--- src/design/rlee_pkg.sv ---
// ----------------------------------------------------------------------------
// rlee_pkg
// shared codes, job descriptor and constant tables of the rgb led effect engine
// ----------------------------------------------------------------------------
package rlee_pkg;

    localparam int LED_COUNT = 6;

    localparam int QDEPTH = 4;
    localparam int QPTR_W = $clog2(QDEPTH);
    localparam int QCNT_W = $clog2(QDEPTH + 1);

    localparam logic [2:0] ACT_TICK   = 3'd0;
    localparam logic [2:0] ACT_COLOR  = 3'd1;
    localparam logic [2:0] ACT_METEOR = 3'd2;
    localparam logic [2:0] ACT_BREATH = 3'd3;
    localparam logic [2:0] ACT_CLEAR  = 3'd4;

    localparam logic [2:0] LED_NONE = 3'd7;

    localparam logic [1:0] MODE_CLEAR  = 2'd0;
    localparam logic [1:0] MODE_COLOR  = 2'd1;
    localparam logic [1:0] MODE_METEOR = 2'd2;
    localparam logic [1:0] MODE_BREATH = 2'd3;

    localparam logic [1:0] OP_WRITE_SHOW = 2'd0;
    localparam logic [1:0] OP_WRITE_BUF  = 2'd1;
    localparam logic [1:0] OP_LATCH      = 2'd2;
    localparam logic [1:0] OP_CLEAR_ALL  = 2'd3;

    localparam logic [1:0] JOB_WRITE  = 2'd0;
    localparam logic [1:0] JOB_METEOR = 2'd1;
    localparam logic [1:0] JOB_BREATH = 2'd2;

    localparam logic [1:0] SPEED_MAX = 2'd2;

    localparam logic [7:0] STEP_FALL_FLAG = 8'h80;
    localparam logic [7:0] STEP_FALL_END  = 8'h81;
    localparam logic [7:0] STEP_RISE_BASE = 8'h01;

    localparam int RECIP_SHIFT = 16;
    localparam int PROD_W      = 15;
    localparam int RECIP_W     = 12;
    localparam int QUOT_W      = PROD_W + RECIP_W - RECIP_SHIFT;

    typedef struct packed {
        logic [1:0] kind;
        logic       clear_first;
        logic [2:0] led;
        logic [7:0] red;
        logic [7:0] green;
        logic [7:0] blue;
        logic [1:0] spd;
        logic [6:0] stp;
    } job_t;

    function automatic logic [7:0] meteor_period(input logic [1:0] s);
        logic [7:0] p;
        unique case (s)
            2'd0:    p = 8'd200;
            2'd1:    p = 8'd140;
            default: p = 8'd80;
        endcase
        return p;
    endfunction

    function automatic logic [6:0] breath_period(input logic [1:0] s);
        logic [6:0] p;
        unique case (s)
            2'd0:    p = 7'd50;
            2'd1:    p = 7'd35;
            default: p = 7'd25;
        endcase
        return p;
    endfunction

    // floor(2^RECIP_SHIFT / period)
    function automatic logic [RECIP_W-1:0] breath_recip(input logic [1:0] s);
        logic [RECIP_W-1:0] m;
        unique case (s)
            2'd0:    m = RECIP_W'((1 << RECIP_SHIFT) / 50);
            2'd1:    m = RECIP_W'((1 << RECIP_SHIFT) / 35);
            default: m = RECIP_W'((1 << RECIP_SHIFT) / 25);
        endcase
        return m;
    endfunction

    // 0 stays 0 (all leds), ids above LED_COUNT have LED_COUNT subtracted once
    function automatic logic [2:0] map_led(input logic [3:0] id);
        logic [3:0] v;
        if (id == 4'd0) begin
            v = 4'd0;
        end else if (id > 4'(LED_COUNT)) begin
            v = id - 4'(LED_COUNT);
        end else begin
            v = id;
        end
        return v[2:0];
    endfunction

endpackage

--- src/design/rlee_front.sv ---
// ----------------------------------------------------------------------------
// rlee_front
// accepts requests, keeps the effect state and time, and issues jobs
// ----------------------------------------------------------------------------
module rlee_front (
    input  logic              aclk,
    input  logic              aresetn,
    input  logic              s_tvalid,
    output logic              s_tready,
    input  logic [31:0]       s_tdata,  // led_index, speed, red, green, blue, clear_others
    input  logic [2:0]        s_tuser,  // action
    input  logic              q_full,
    output logic              q_push,
    output rlee_pkg::job_t    q_job
);
    import rlee_pkg::*;

    logic [1:0]  mode_reg, mode_next;
    logic [1:0]  speed_reg, speed_next;
    logic [7:0]  red_reg, red_next;
    logic [7:0]  green_reg, green_next;
    logic [7:0]  blue_reg, blue_next;
    logic [2:0]  pos_reg, pos_next;
    logic [7:0]  step_reg, step_next;
    logic [31:0] now_reg, now_next;
    logic [31:0] dl_reg, dl_next;

    logic        accept;
    logic [2:0]  in_led;
    logic [1:0]  in_spd;
    logic [7:0]  in_red, in_green, in_blue;
    logic        in_clr;
    logic        eval_en, clr_first, fire;
    logic [31:0] now_e, dl_e;
    logic [7:0]  step_inc;
    logic [6:0]  per;

    assign s_tready = !q_full;
    assign accept   = s_tvalid && s_tready;

    assign in_led   = s_tdata[2:0];
    assign in_spd   = (s_tdata[4:3] > SPEED_MAX) ? SPEED_MAX : s_tdata[4:3];
    assign in_red   = s_tdata[12:5];
    assign in_green = s_tdata[20:13];
    assign in_blue  = s_tdata[28:21];
    assign in_clr   = s_tdata[29];

    always_comb begin
        mode_next  = mode_reg;
        speed_next = speed_reg;
        red_next   = red_reg;
        green_next = green_reg;
        blue_next  = blue_reg;
        pos_next   = pos_reg;
        step_next  = step_reg;
        now_next   = now_reg;
        dl_e       = dl_reg;
        now_e      = now_reg;
        eval_en    = 1'b0;
        clr_first  = 1'b0;
        fire       = 1'b0;
        q_push     = 1'b0;
        q_job      = '0;
        if (accept) begin
            unique case (s_tuser)
                ACT_TICK: begin
                    now_next = now_reg + 32'd1;
                    now_e    = now_next;
                    eval_en  = 1'b1;
                end
                ACT_COLOR: begin
                    if (in_led != LED_NONE) begin
                        mode_next         = MODE_COLOR;
                        q_push            = 1'b1;
                        q_job.kind        = JOB_WRITE;
                        q_job.clear_first = in_clr;
                        q_job.led         = in_led;
                        q_job.red         = in_red;
                        q_job.green       = in_green;
                        q_job.blue        = in_blue;
                    end
                end
                ACT_METEOR: begin
                    eval_en = 1'b1;
                    if (mode_reg != MODE_METEOR || speed_reg != in_spd ||
                        red_reg != in_red || green_reg != in_green ||
                        blue_reg != in_blue) begin
                        mode_next  = MODE_METEOR;
                        speed_next = in_spd;
                        red_next   = in_red;
                        green_next = in_green;
                        blue_next  = in_blue;
                        pos_next   = 3'd0;
                        dl_e       = now_reg;
                        clr_first  = 1'b1;
                    end
                end
                ACT_BREATH: begin
                    if (in_led != LED_NONE) begin
                        eval_en = 1'b1;
                        if (mode_reg != MODE_BREATH || pos_reg != in_led ||
                            speed_reg != in_spd || red_reg != in_red ||
                            green_reg != in_green || blue_reg != in_blue) begin
                            mode_next  = MODE_BREATH;
                            speed_next = in_spd;
                            red_next   = in_red;
                            green_next = in_green;
                            blue_next  = in_blue;
                            pos_next   = in_led;
                            step_next  = 8'd0;
                            dl_e       = now_reg;
                            clr_first  = 1'b1;
                        end
                    end
                end
                ACT_CLEAR: begin
                    if (in_led != LED_NONE) begin
                        mode_next  = MODE_CLEAR;
                        q_push     = 1'b1;
                        q_job.kind = JOB_WRITE;
                        q_job.led  = in_led;
                    end
                end
                default: ;
            endcase
        end

        dl_next  = dl_e;
        per      = breath_period(speed_next);
        step_inc = step_next + 8'd1;
        if (eval_en && now_e >= dl_e) begin
            if (mode_next == MODE_METEOR) begin
                fire              = 1'b1;
                q_job.kind        = JOB_METEOR;
                q_job.led         = pos_next;
                dl_next           = dl_e + 32'(meteor_period(speed_next));
                pos_next          = (pos_next >= 3'(LED_COUNT)) ? 3'd1 : pos_next + 3'd1;
            end else if (mode_next == MODE_BREATH) begin
                fire              = 1'b1;
                q_job.kind        = JOB_BREATH;
                q_job.led         = pos_next;
                q_job.stp         = step_next[6:0];
                dl_next           = now_e + 32'(per);
                if (step_next[7]) begin
                    step_next = (step_next - 8'd1 == STEP_FALL_END) ?
                                STEP_RISE_BASE : step_next - 8'd1;
                end else begin
                    step_next = (step_inc == {1'b0, per}) ?
                                (STEP_FALL_FLAG | {1'b0, per}) : step_inc;
                end
            end
        end
        if (eval_en && (fire || clr_first)) begin
            q_push            = 1'b1;
            q_job.clear_first = clr_first;
            q_job.red         = red_next;
            q_job.green       = green_next;
            q_job.blue        = blue_next;
            q_job.spd         = speed_next;
        end
    end

    always_ff @(posedge aclk) begin
        if (!aresetn) begin
            mode_reg  <= MODE_CLEAR;
            speed_reg <= 2'd0;
            red_reg   <= 8'd0;
            green_reg <= 8'd0;
            blue_reg  <= 8'd0;
            pos_reg   <= 3'd0;
            step_reg  <= 8'd0;
            now_reg   <= 32'd0;
            dl_reg    <= 32'd0;
        end else begin
            mode_reg  <= mode_next;
            speed_reg <= speed_next;
            red_reg   <= red_next;
            green_reg <= green_next;
            blue_reg  <= blue_next;
            pos_reg   <= pos_next;
            step_reg  <= step_next;
            now_reg   <= now_next;
            dl_reg    <= dl_next;
        end
    end

endmodule

--- src/design/rlee_queue.sv ---
// ----------------------------------------------------------------------------
// rlee_queue
// short job queue between the front and the back
// ----------------------------------------------------------------------------
module rlee_queue (
    input  logic              aclk,
    input  logic              aresetn,
    input  logic              push,
    input  rlee_pkg::job_t    push_job,
    output logic              full,
    input  logic              pop,
    output rlee_pkg::job_t    pop_job,
    output logic              empty
);
    import rlee_pkg::*;

    job_t              slot_reg [QDEPTH];
    logic [QPTR_W-1:0] wr_reg;
    logic [QPTR_W-1:0] rd_reg;
    logic [QCNT_W-1:0] cnt_reg;

    assign full    = (cnt_reg == QCNT_W'(QDEPTH));
    assign empty   = (cnt_reg == '0);
    assign pop_job = slot_reg[rd_reg];

    always_ff @(posedge aclk) begin
        if (push) begin
            slot_reg[wr_reg] <= push_job;
        end
    end

    always_ff @(posedge aclk) begin
        if (!aresetn) begin
            wr_reg  <= '0;
            rd_reg  <= '0;
            cnt_reg <= '0;
        end else begin
            if (push) begin
                wr_reg <= wr_reg + QPTR_W'(1);
            end
            if (pop) begin
                rd_reg <= rd_reg + QPTR_W'(1);
            end
            if (push && !pop) begin
                cnt_reg <= cnt_reg + QCNT_W'(1);
            end else if (pop && !push) begin
                cnt_reg <= cnt_reg - QCNT_W'(1);
            end
        end
    end

endmodule

--- src/design/rlee_back.sv ---
// ----------------------------------------------------------------------------
// rlee_back
// expands jobs into led writes in an output register, one a cycle unless stalled
// ----------------------------------------------------------------------------
module rlee_back (
    input  logic              aclk,
    input  logic              aresetn,
    input  logic              q_empty,
    input  rlee_pkg::job_t    q_job,
    output logic              q_pop,
    output logic              m_tvalid,
    input  logic              m_tready,
    output logic [31:0]       m_tdata,  // led_select, out_red, out_green, out_blue
    output logic [1:0]        m_tuser,  // op
    output logic              m_tlast
);
    import rlee_pkg::*;

    job_t              job_reg;
    logic              busy_reg;
    logic [2:0]        step_reg;
    logic [1:0]        bwait_reg;
    logic              out_valid_reg;
    logic [1:0]        op_reg;
    logic [2:0]        led_reg;
    logic [7:0]        red_reg, green_reg, blue_reg;
    logic              last_reg;

    logic [PROD_W-1:0]         x_reg [3];
    logic [PROD_W+RECIP_W-1:0] p_reg [3];
    logic [7:0]                col   [3];
    logic [7:0]                lvl   [3];
    logic [QUOT_W-1:0]         quo   [3];
    logic [PROD_W-1:0]         rem   [3];
    logic [QUOT_W:0]           qcor  [3];
    logic [6:0]                per;
    logic [2:0]                sh1, sh2;

    logic       res_ok, res_last, emit, out_free, load;
    logic [1:0] res_op;
    logic [2:0] res_led;
    logic [7:0] res_red, res_green, res_blue;

    assign col[0] = job_reg.red;
    assign col[1] = job_reg.green;
    assign col[2] = job_reg.blue;
    assign per    = breath_period(job_reg.spd);
    assign sh1    = 3'd3 + {1'b0, job_reg.spd};
    assign sh2    = 3'd4 + {1'b0, job_reg.spd};

    // breath level: colour * step / period by reciprocal and one correction
    always_ff @(posedge aclk) begin
        for (int c = 0; c < 3; c++) begin
            x_reg[c] <= PROD_W'(col[c]) * PROD_W'(job_reg.stp);
            p_reg[c] <= x_reg[c] * breath_recip(job_reg.spd);
        end
    end

    always_comb begin
        for (int c = 0; c < 3; c++) begin
            quo[c]  = p_reg[c][PROD_W+RECIP_W-1:RECIP_SHIFT];
            rem[c]  = x_reg[c] - PROD_W'(quo[c]) * PROD_W'(per);
            qcor[c] = {1'b0, quo[c]} + ((rem[c] >= PROD_W'(per)) ? 1'b1 : 1'b0);
            lvl[c]  = (qcor[c] > (QUOT_W+1)'(255)) ? 8'hFF : qcor[c][7:0];
        end
    end

    always_comb begin
        res_ok    = busy_reg;
        res_op    = OP_WRITE_BUF;
        res_led   = 3'd0;
        res_red   = 8'd0;
        res_green = 8'd0;
        res_blue  = 8'd0;
        res_last  = 1'b0;
        if (step_reg == 3'd0) begin
            res_op = OP_CLEAR_ALL;
        end else begin
            unique case (job_reg.kind)
                JOB_WRITE: begin
                    res_op    = OP_WRITE_SHOW;
                    res_led   = job_reg.led;
                    res_red   = job_reg.red;
                    res_green = job_reg.green;
                    res_blue  = job_reg.blue;
                    res_last  = 1'b1;
                end
                JOB_METEOR: begin
                    unique case (step_reg)
                        3'd1: begin
                            res_led   = map_led({1'b0, job_reg.led});
                            res_red   = job_reg.red;
                            res_green = job_reg.green;
                            res_blue  = job_reg.blue;
                        end
                        3'd2: begin
                            res_led   = map_led({1'b0, job_reg.led} + 4'd5);
                            res_red   = job_reg.red >> sh1;
                            res_green = job_reg.green >> sh1;
                            res_blue  = job_reg.blue >> sh1;
                        end
                        3'd3: begin
                            res_led   = map_led({1'b0, job_reg.led} + 4'd4);
                            res_red   = job_reg.red >> sh2;
                            res_green = job_reg.green >> sh2;
                            res_blue  = job_reg.blue >> sh2;
                        end
                        3'd4: res_led = map_led({1'b0, job_reg.led} + 4'd3);
                        3'd5: res_led = map_led({1'b0, job_reg.led} + 4'd2);
                        3'd6: res_led = map_led({1'b0, job_reg.led} + 4'd1);
                        default: begin
                            res_op   = OP_LATCH;
                            res_last = 1'b1;
                        end
                    endcase
                end
                JOB_BREATH: begin
                    res_ok    = busy_reg && (bwait_reg == 2'd0);
                    res_op    = OP_WRITE_SHOW;
                    res_led   = job_reg.led;
                    res_red   = lvl[0];
                    res_green = lvl[1];
                    res_blue  = lvl[2];
                    res_last  = 1'b1;
                end
                default: res_last = 1'b1;
            endcase
        end
    end

    assign out_free = !out_valid_reg || m_tready;
    assign emit     = res_ok && out_free;
    assign load     = (!busy_reg || (emit && res_last)) && !q_empty;
    assign q_pop    = load;

    always_ff @(posedge aclk) begin
        if (!aresetn) begin
            busy_reg      <= 1'b0;
            step_reg      <= 3'd0;
            bwait_reg     <= 2'd0;
            out_valid_reg <= 1'b0;
        end else begin
            if (emit) begin
                out_valid_reg <= 1'b1;
            end else if (m_tready) begin
                out_valid_reg <= 1'b0;
            end
            if (load) begin
                busy_reg  <= 1'b1;
                step_reg  <= q_job.clear_first ? 3'd0 : 3'd1;
                bwait_reg <= 2'd2;
            end else begin
                if (emit && res_last) begin
                    busy_reg <= 1'b0;
                end else if (emit) begin
                    step_reg <= step_reg + 3'd1;
                end
                if (bwait_reg != 2'd0) begin
                    bwait_reg <= bwait_reg - 2'd1;
                end
            end
        end
    end

    always_ff @(posedge aclk) begin
        if (load) begin
            job_reg <= q_job;
        end
        if (emit) begin
            op_reg    <= res_op;
            led_reg   <= res_led;
            red_reg   <= res_red;
            green_reg <= res_green;
            blue_reg  <= res_blue;
            last_reg  <= res_last;
        end
    end

    assign m_tvalid = out_valid_reg;
    assign m_tuser  = op_reg;
    assign m_tlast  = last_reg;
    assign m_tdata  = {5'd0, blue_reg, green_reg, red_reg, led_reg};

    a_clear_not_last: assert property (@(posedge aclk) disable iff (!aresetn)
        m_tvalid && m_tuser == OP_CLEAR_ALL |-> !m_tlast)
        else $error("clear all ended an item");
    a_latch_last: assert property (@(posedge aclk) disable iff (!aresetn)
        m_tvalid && m_tuser == OP_LATCH |-> m_tlast && m_tdata[2:0] == 3'd0)
        else $error("latch not last or with led");
    a_show_last: assert property (@(posedge aclk) disable iff (!aresetn)
        m_tvalid && m_tuser == OP_WRITE_SHOW |-> m_tlast)
        else $error("write and show not last");
    a_buf_not_last: assert property (@(posedge aclk) disable iff (!aresetn)
        m_tvalid && m_tuser == OP_WRITE_BUF |-> !m_tlast)
        else $error("buffer write ended an item");

endmodule

--- src/design/rgb_led_effect_engine_unit.sv ---
// ----------------------------------------------------------------------------
// rgb_led_effect_engine_unit
// effect engine for six rgb leds: static colour, clear, meteor and breath
// ----------------------------------------------------------------------------
// A request is taken whenever the four-entry job queue has room, so requests
// may arrive back to back. Each request produces zero to eight led writes,
// delivered one per cycle from the output register while the receiver is
// ready; a meteor frame is seven or eight results, and a breath write waits
// for its level to pass the x_reg and p_reg registers of the reciprocal divide
// pipeline. The sustained rate is set by the back end emitting one result per
// cycle when not stalled by the receiver or by a pending breath level.
module rgb_led_effect_engine_unit (
    input  logic        aclk,
    input  logic        aresetn,
    input  logic        s_tvalid,
    output logic        s_tready,
    input  logic [31:0] s_tdata,  // led_index, speed, red, green, blue, clear_others
    input  logic [2:0]  s_tuser,  // action
    output logic        m_tvalid,
    input  logic        m_tready,
    output logic [31:0] m_tdata,  // led_select, out_red, out_green, out_blue
    output logic [1:0]  m_tuser,  // op
    output logic        m_tlast
);
    import rlee_pkg::*;

    logic q_push, q_full, q_pop, q_empty;
    job_t push_job, pop_job;

    rlee_front u_front (
        .aclk     (aclk),
        .aresetn  (aresetn),
        .s_tvalid (s_tvalid),
        .s_tready (s_tready),
        .s_tdata  (s_tdata),
        .s_tuser  (s_tuser),
        .q_full   (q_full),
        .q_push   (q_push),
        .q_job    (push_job)
    );

    rlee_queue u_queue (
        .aclk     (aclk),
        .aresetn  (aresetn),
        .push     (q_push),
        .push_job (push_job),
        .full     (q_full),
        .pop      (q_pop),
        .pop_job  (pop_job),
        .empty    (q_empty)
    );

    rlee_back u_back (
        .aclk     (aclk),
        .aresetn  (aresetn),
        .q_empty  (q_empty),
        .q_job    (pop_job),
        .q_pop    (q_pop),
        .m_tvalid (m_tvalid),
        .m_tready (m_tready),
        .m_tdata  (m_tdata),
        .m_tuser  (m_tuser),
        .m_tlast  (m_tlast)
    );

endmodule

--- config.mk ---
export PLATFORM = sky130hd
export DESIGN_NAME = rgb_led_effect_engine_unit
export DESIGN_NICKNAME = d
export VERILOG_FILES = /design/src/design/rlee_pkg.sv /design/src/design/rlee_front.sv /design/src/design/rlee_queue.sv /design/src/design/rlee_back.sv /design/src/design/rgb_led_effect_engine_unit.sv
export SDC_FILE = /design/constraint.sdc
export NUM_CORES = 2
export LEC_CHECK = 0
export ABC_AREA = 1
export BUFFER_PORTS_ARGS = -buffer_cell sky130_fd_sc_hd__buf_2
export CORE_ASPECT_RATIO = 0.9
export CORE_MARGIN = 5
export CORE_UTILIZATION = 60
export CTS_CLUSTER_DIAMETER = 30
export CTS_CLUSTER_SIZE = 28
export DETAILED_ROUTE_END_ITERATION = 16
export PLACE_DENSITY = 0.77
export REMOVE_ABC_BUFFERS = 1
export SLEW_MARGIN = 20
export SYNTH_ARGS = -nofsm -noshare
export SYNTH_HDL_FRONTEND = slang
export SYNTH_SLANG_ARGS = --single-unit
--- constraint.sdc ---
create_clock -name aclk -period 21.1 [get_ports aclk]
set_input_delay 0 -clock aclk [delete_from_list [all_inputs] [get_ports aclk]]
set_output_delay 0 -clock aclk [all_outputs]
set_load 0.05 [all_outputs]
==> results.ini <==
[worst_setup_path]
cpMostUsedCell = inv_1
critPathCaptureType = flop
worstPathRequired_ns = 21.44
cp_slowest_cell = nand2_2
start_kind = flop
worst-path-max-fanout = 144
slowest_delay_ns = 0.53
crit_arrival_ns = 9.36
path_class = flop to flop

[grt]
overflow = 0
grt_pass1_vias = 38300
antenna_found_initial = 4
grt.total_usage_pct = 28.3
grt_max_degree = 145
grt_pass1_wl_microns = 195000

[floorplan]
io_pins = 76
rows = 97
dieArea_sq_mm = 0.0842
coreArea_sq_mm = 0.0778
die_h_microns = 276
fp.dieW_microns = 305
start_util_pct = 60.5

[finish]
final_net_count = 6884
multi_input_area_sq_mm = 0.0313
drive_above_1_share_pct = 6.74
final-seq-area_sq_mm = 0.0107
largest_reg_flops = 156
area_delta_synth_final_pct = 9.87
n_fill_cell = 6230

[clock_network]
postCtsSetupBuffers = 0
htreeDepth = 3
clock_latency_ns = 0.64
clkTransAtPathRegs_ns = 0.05
ctsResizeCount = 0
cts_tree = built
clkSinkCount = 421
cts_inserted_buffers = 91
cts-root-buf = clkbuf_16
cts_buffer_depth = 3

[sta]
final_hold_viol_count = 0
slew_viol_final = 0
worst_pin_slew_ns = 1.12
fin_crit_ns = 9.01
maxSlewHeadroom_pct = 25.0
skew_ns = 0.0280
timing.setup.tns_ns = 0
setup_violations = 0
fmax_mhz = 111
fin_crit_sh_pct = 42.7
rsz0062_at_grt = no

[routing]
via_per_inst = 5.56
drc_errors = 0
wl_per_cell_microns = 17.3
num_vias = 38400
drt_first_pass_iters = 6
antenna_left = 0
routed_wirelength_microns = 120000
drtIter0Drc = 3172

[synthesis]
synth_cell_types = 68
netlist.area_leader.share_pct = 20.8
synth_edf_count = 224
synthTopCellsByCount = 1,122 x inv_1, 886 x nand2_1, 695 x nor2_1
ys_warn_count = 0
postSynthCellCount = 5757
syn_avg_cell_area_sq_um = 8.18
yosysSeqAreaShare_pct = 22.7
yosys-top-cells-area = fa_1 21%, ha_1 15%, edfxtp_1 14%, inv_1 8.9%, dfxtp_1 8.4%
synth_area_sq_mm = 0.0471
synth_ff_type = edfxtp_1
yosysMostFrequentCell = inv_1
ys_ff_latch = 421
async_reset_ff_share_pct = 0
synth_top_cell_by_area = fa_1

[placed_design]
gp_congestion = 0.966
hpwl_microns = 91300
port_buffers = 68

[hold_path]
hp-class = input port to flop

[run_status]
status = finished, final reports clean

[job]
drv_cap = 0

==> final cells by class <==
| cell class | count | area share (%) |
|---|---|---|
| diodes | 2 | 0.00968 |
| clock buffers | 114 | 4.85 |
| clock inverters | 57 | 1.27 |
| inverters | 1154 | 8.39 |
| multi-input cells | 3987 | 60.5 |
| flip-flops and latches | 421 | 20.6 |
| well taps | 1039 | 2.51 |
| repair buffers | 140 | 1.88 |
==> path summary, 6_finish.rpt <==
| kind | startpoint | end | slack [ns] | depth (start not counted) |
|---|---|---|---|---|
| setup / recovery | u_back.job_reg[8] | u_back.green_reg[0] | 12.09 | 40 |
| hold / removal | s_tvalid | u_front.now_reg[24] | 0.04 | 5 |
| setup reg to reg | u_back.job_reg[8] | u_back.green_reg[0] | 12.09 | 40 |
| hold reg to reg | u_queue.rd_reg[1] | flop | 0.46 | 2 |
==> layer usage <==
metal | track usage, % | vias up | part of all wire, %
met2 | 47.2 | 1513 | 47
met5 | 0 | - | 0.028
met1 | 38.0 | 18400 | 42
met4 | 9.20 | 6 | 3.5
li1 | - | 18300 | -
met3 | 4.96 | 294 | 8.1
==> cell usage in the layout, fill, tap and decap left out, types with 19 or more instances in the layout <==
cell type / count
inv_2: 24
o22ai_1: 45
ha_1: 560
clkinv_2: 19
edfxtp_1: 224
nor3_1: 23
inv_1: 1119
buf_2: 68
dlygate4sd3_1: 32
nand4_1: 42
dfxtp_1: 195
clkbuf_16: 93
nand3_1: 206
xnor2_1: 75
nand2_2: 33
nor2_1: 693
o21ai_0: 299
nand2_1: 885
xor2_1: 128
fa_1: 490
a21oi_1: 254
buf_4: 39
==> timing repair <==
item,in CTS,in global routing
endpoints found under the hold margin,167,0
hold buffers,32,0
endpoints found under the setup margin,0,0
==> critical path: cells and delay by family, from the launching register on <==
kind                     cells  cell delay [ns]
flip-flops                   1             0.37
AO/OA/AOI/OAI               10             2.22
XOR/XNOR                     3             0.40
adder cells (fa/ha/maj)      7             2.35
buffers and inverters        9             1.43
AND/OR/NAND/NOR             11             1.79
==> per-stage QoR <==
step / util (%) / worst slack, ns / instances / area [sq um] / hold slack [ns]
floorplan: - / 8.09 / 5562 / 46300 / 0.136
global placement: 62.0 / 12.47 / 6709 / 48200 / 0.290
detailed placement: 62.0 / 12.39 / 6709 / 48200 / 0.283
CTS: 66.5 / 12.23 / 6912 / 51700 / 0.0248
global route: 66.5 / 11.52 / 6912 / 51700 / 0.0690
finish: 66.5 / 12.09 / 6914 / 51700 / 0.0432
==> cells by family (layout without fill, tap and decap cells) <==
family / count (synthesis) / after routing / share of synthesized area, %
AND/OR/NAND/NOR: 1957 / 1957 / 17.4
buffers and inverters: 1356 / 1465 / 11.0
multiplexers: 16 / 16 / 0.340
other: 1 / 10 / 0.00797
flip-flops: 421 / 421 / 22.7
adder cells (fa/ha/maj): 1050 / 1050 / 35.7
AO/OA/AOI/OAI: 750 / 750 / 8.99
XOR/XNOR: 206 / 206 / 3.88
Power is left out: the tool's default activity adds up to more than one toggle a clock period on the data nets, which glitch-free logic cannot reach.
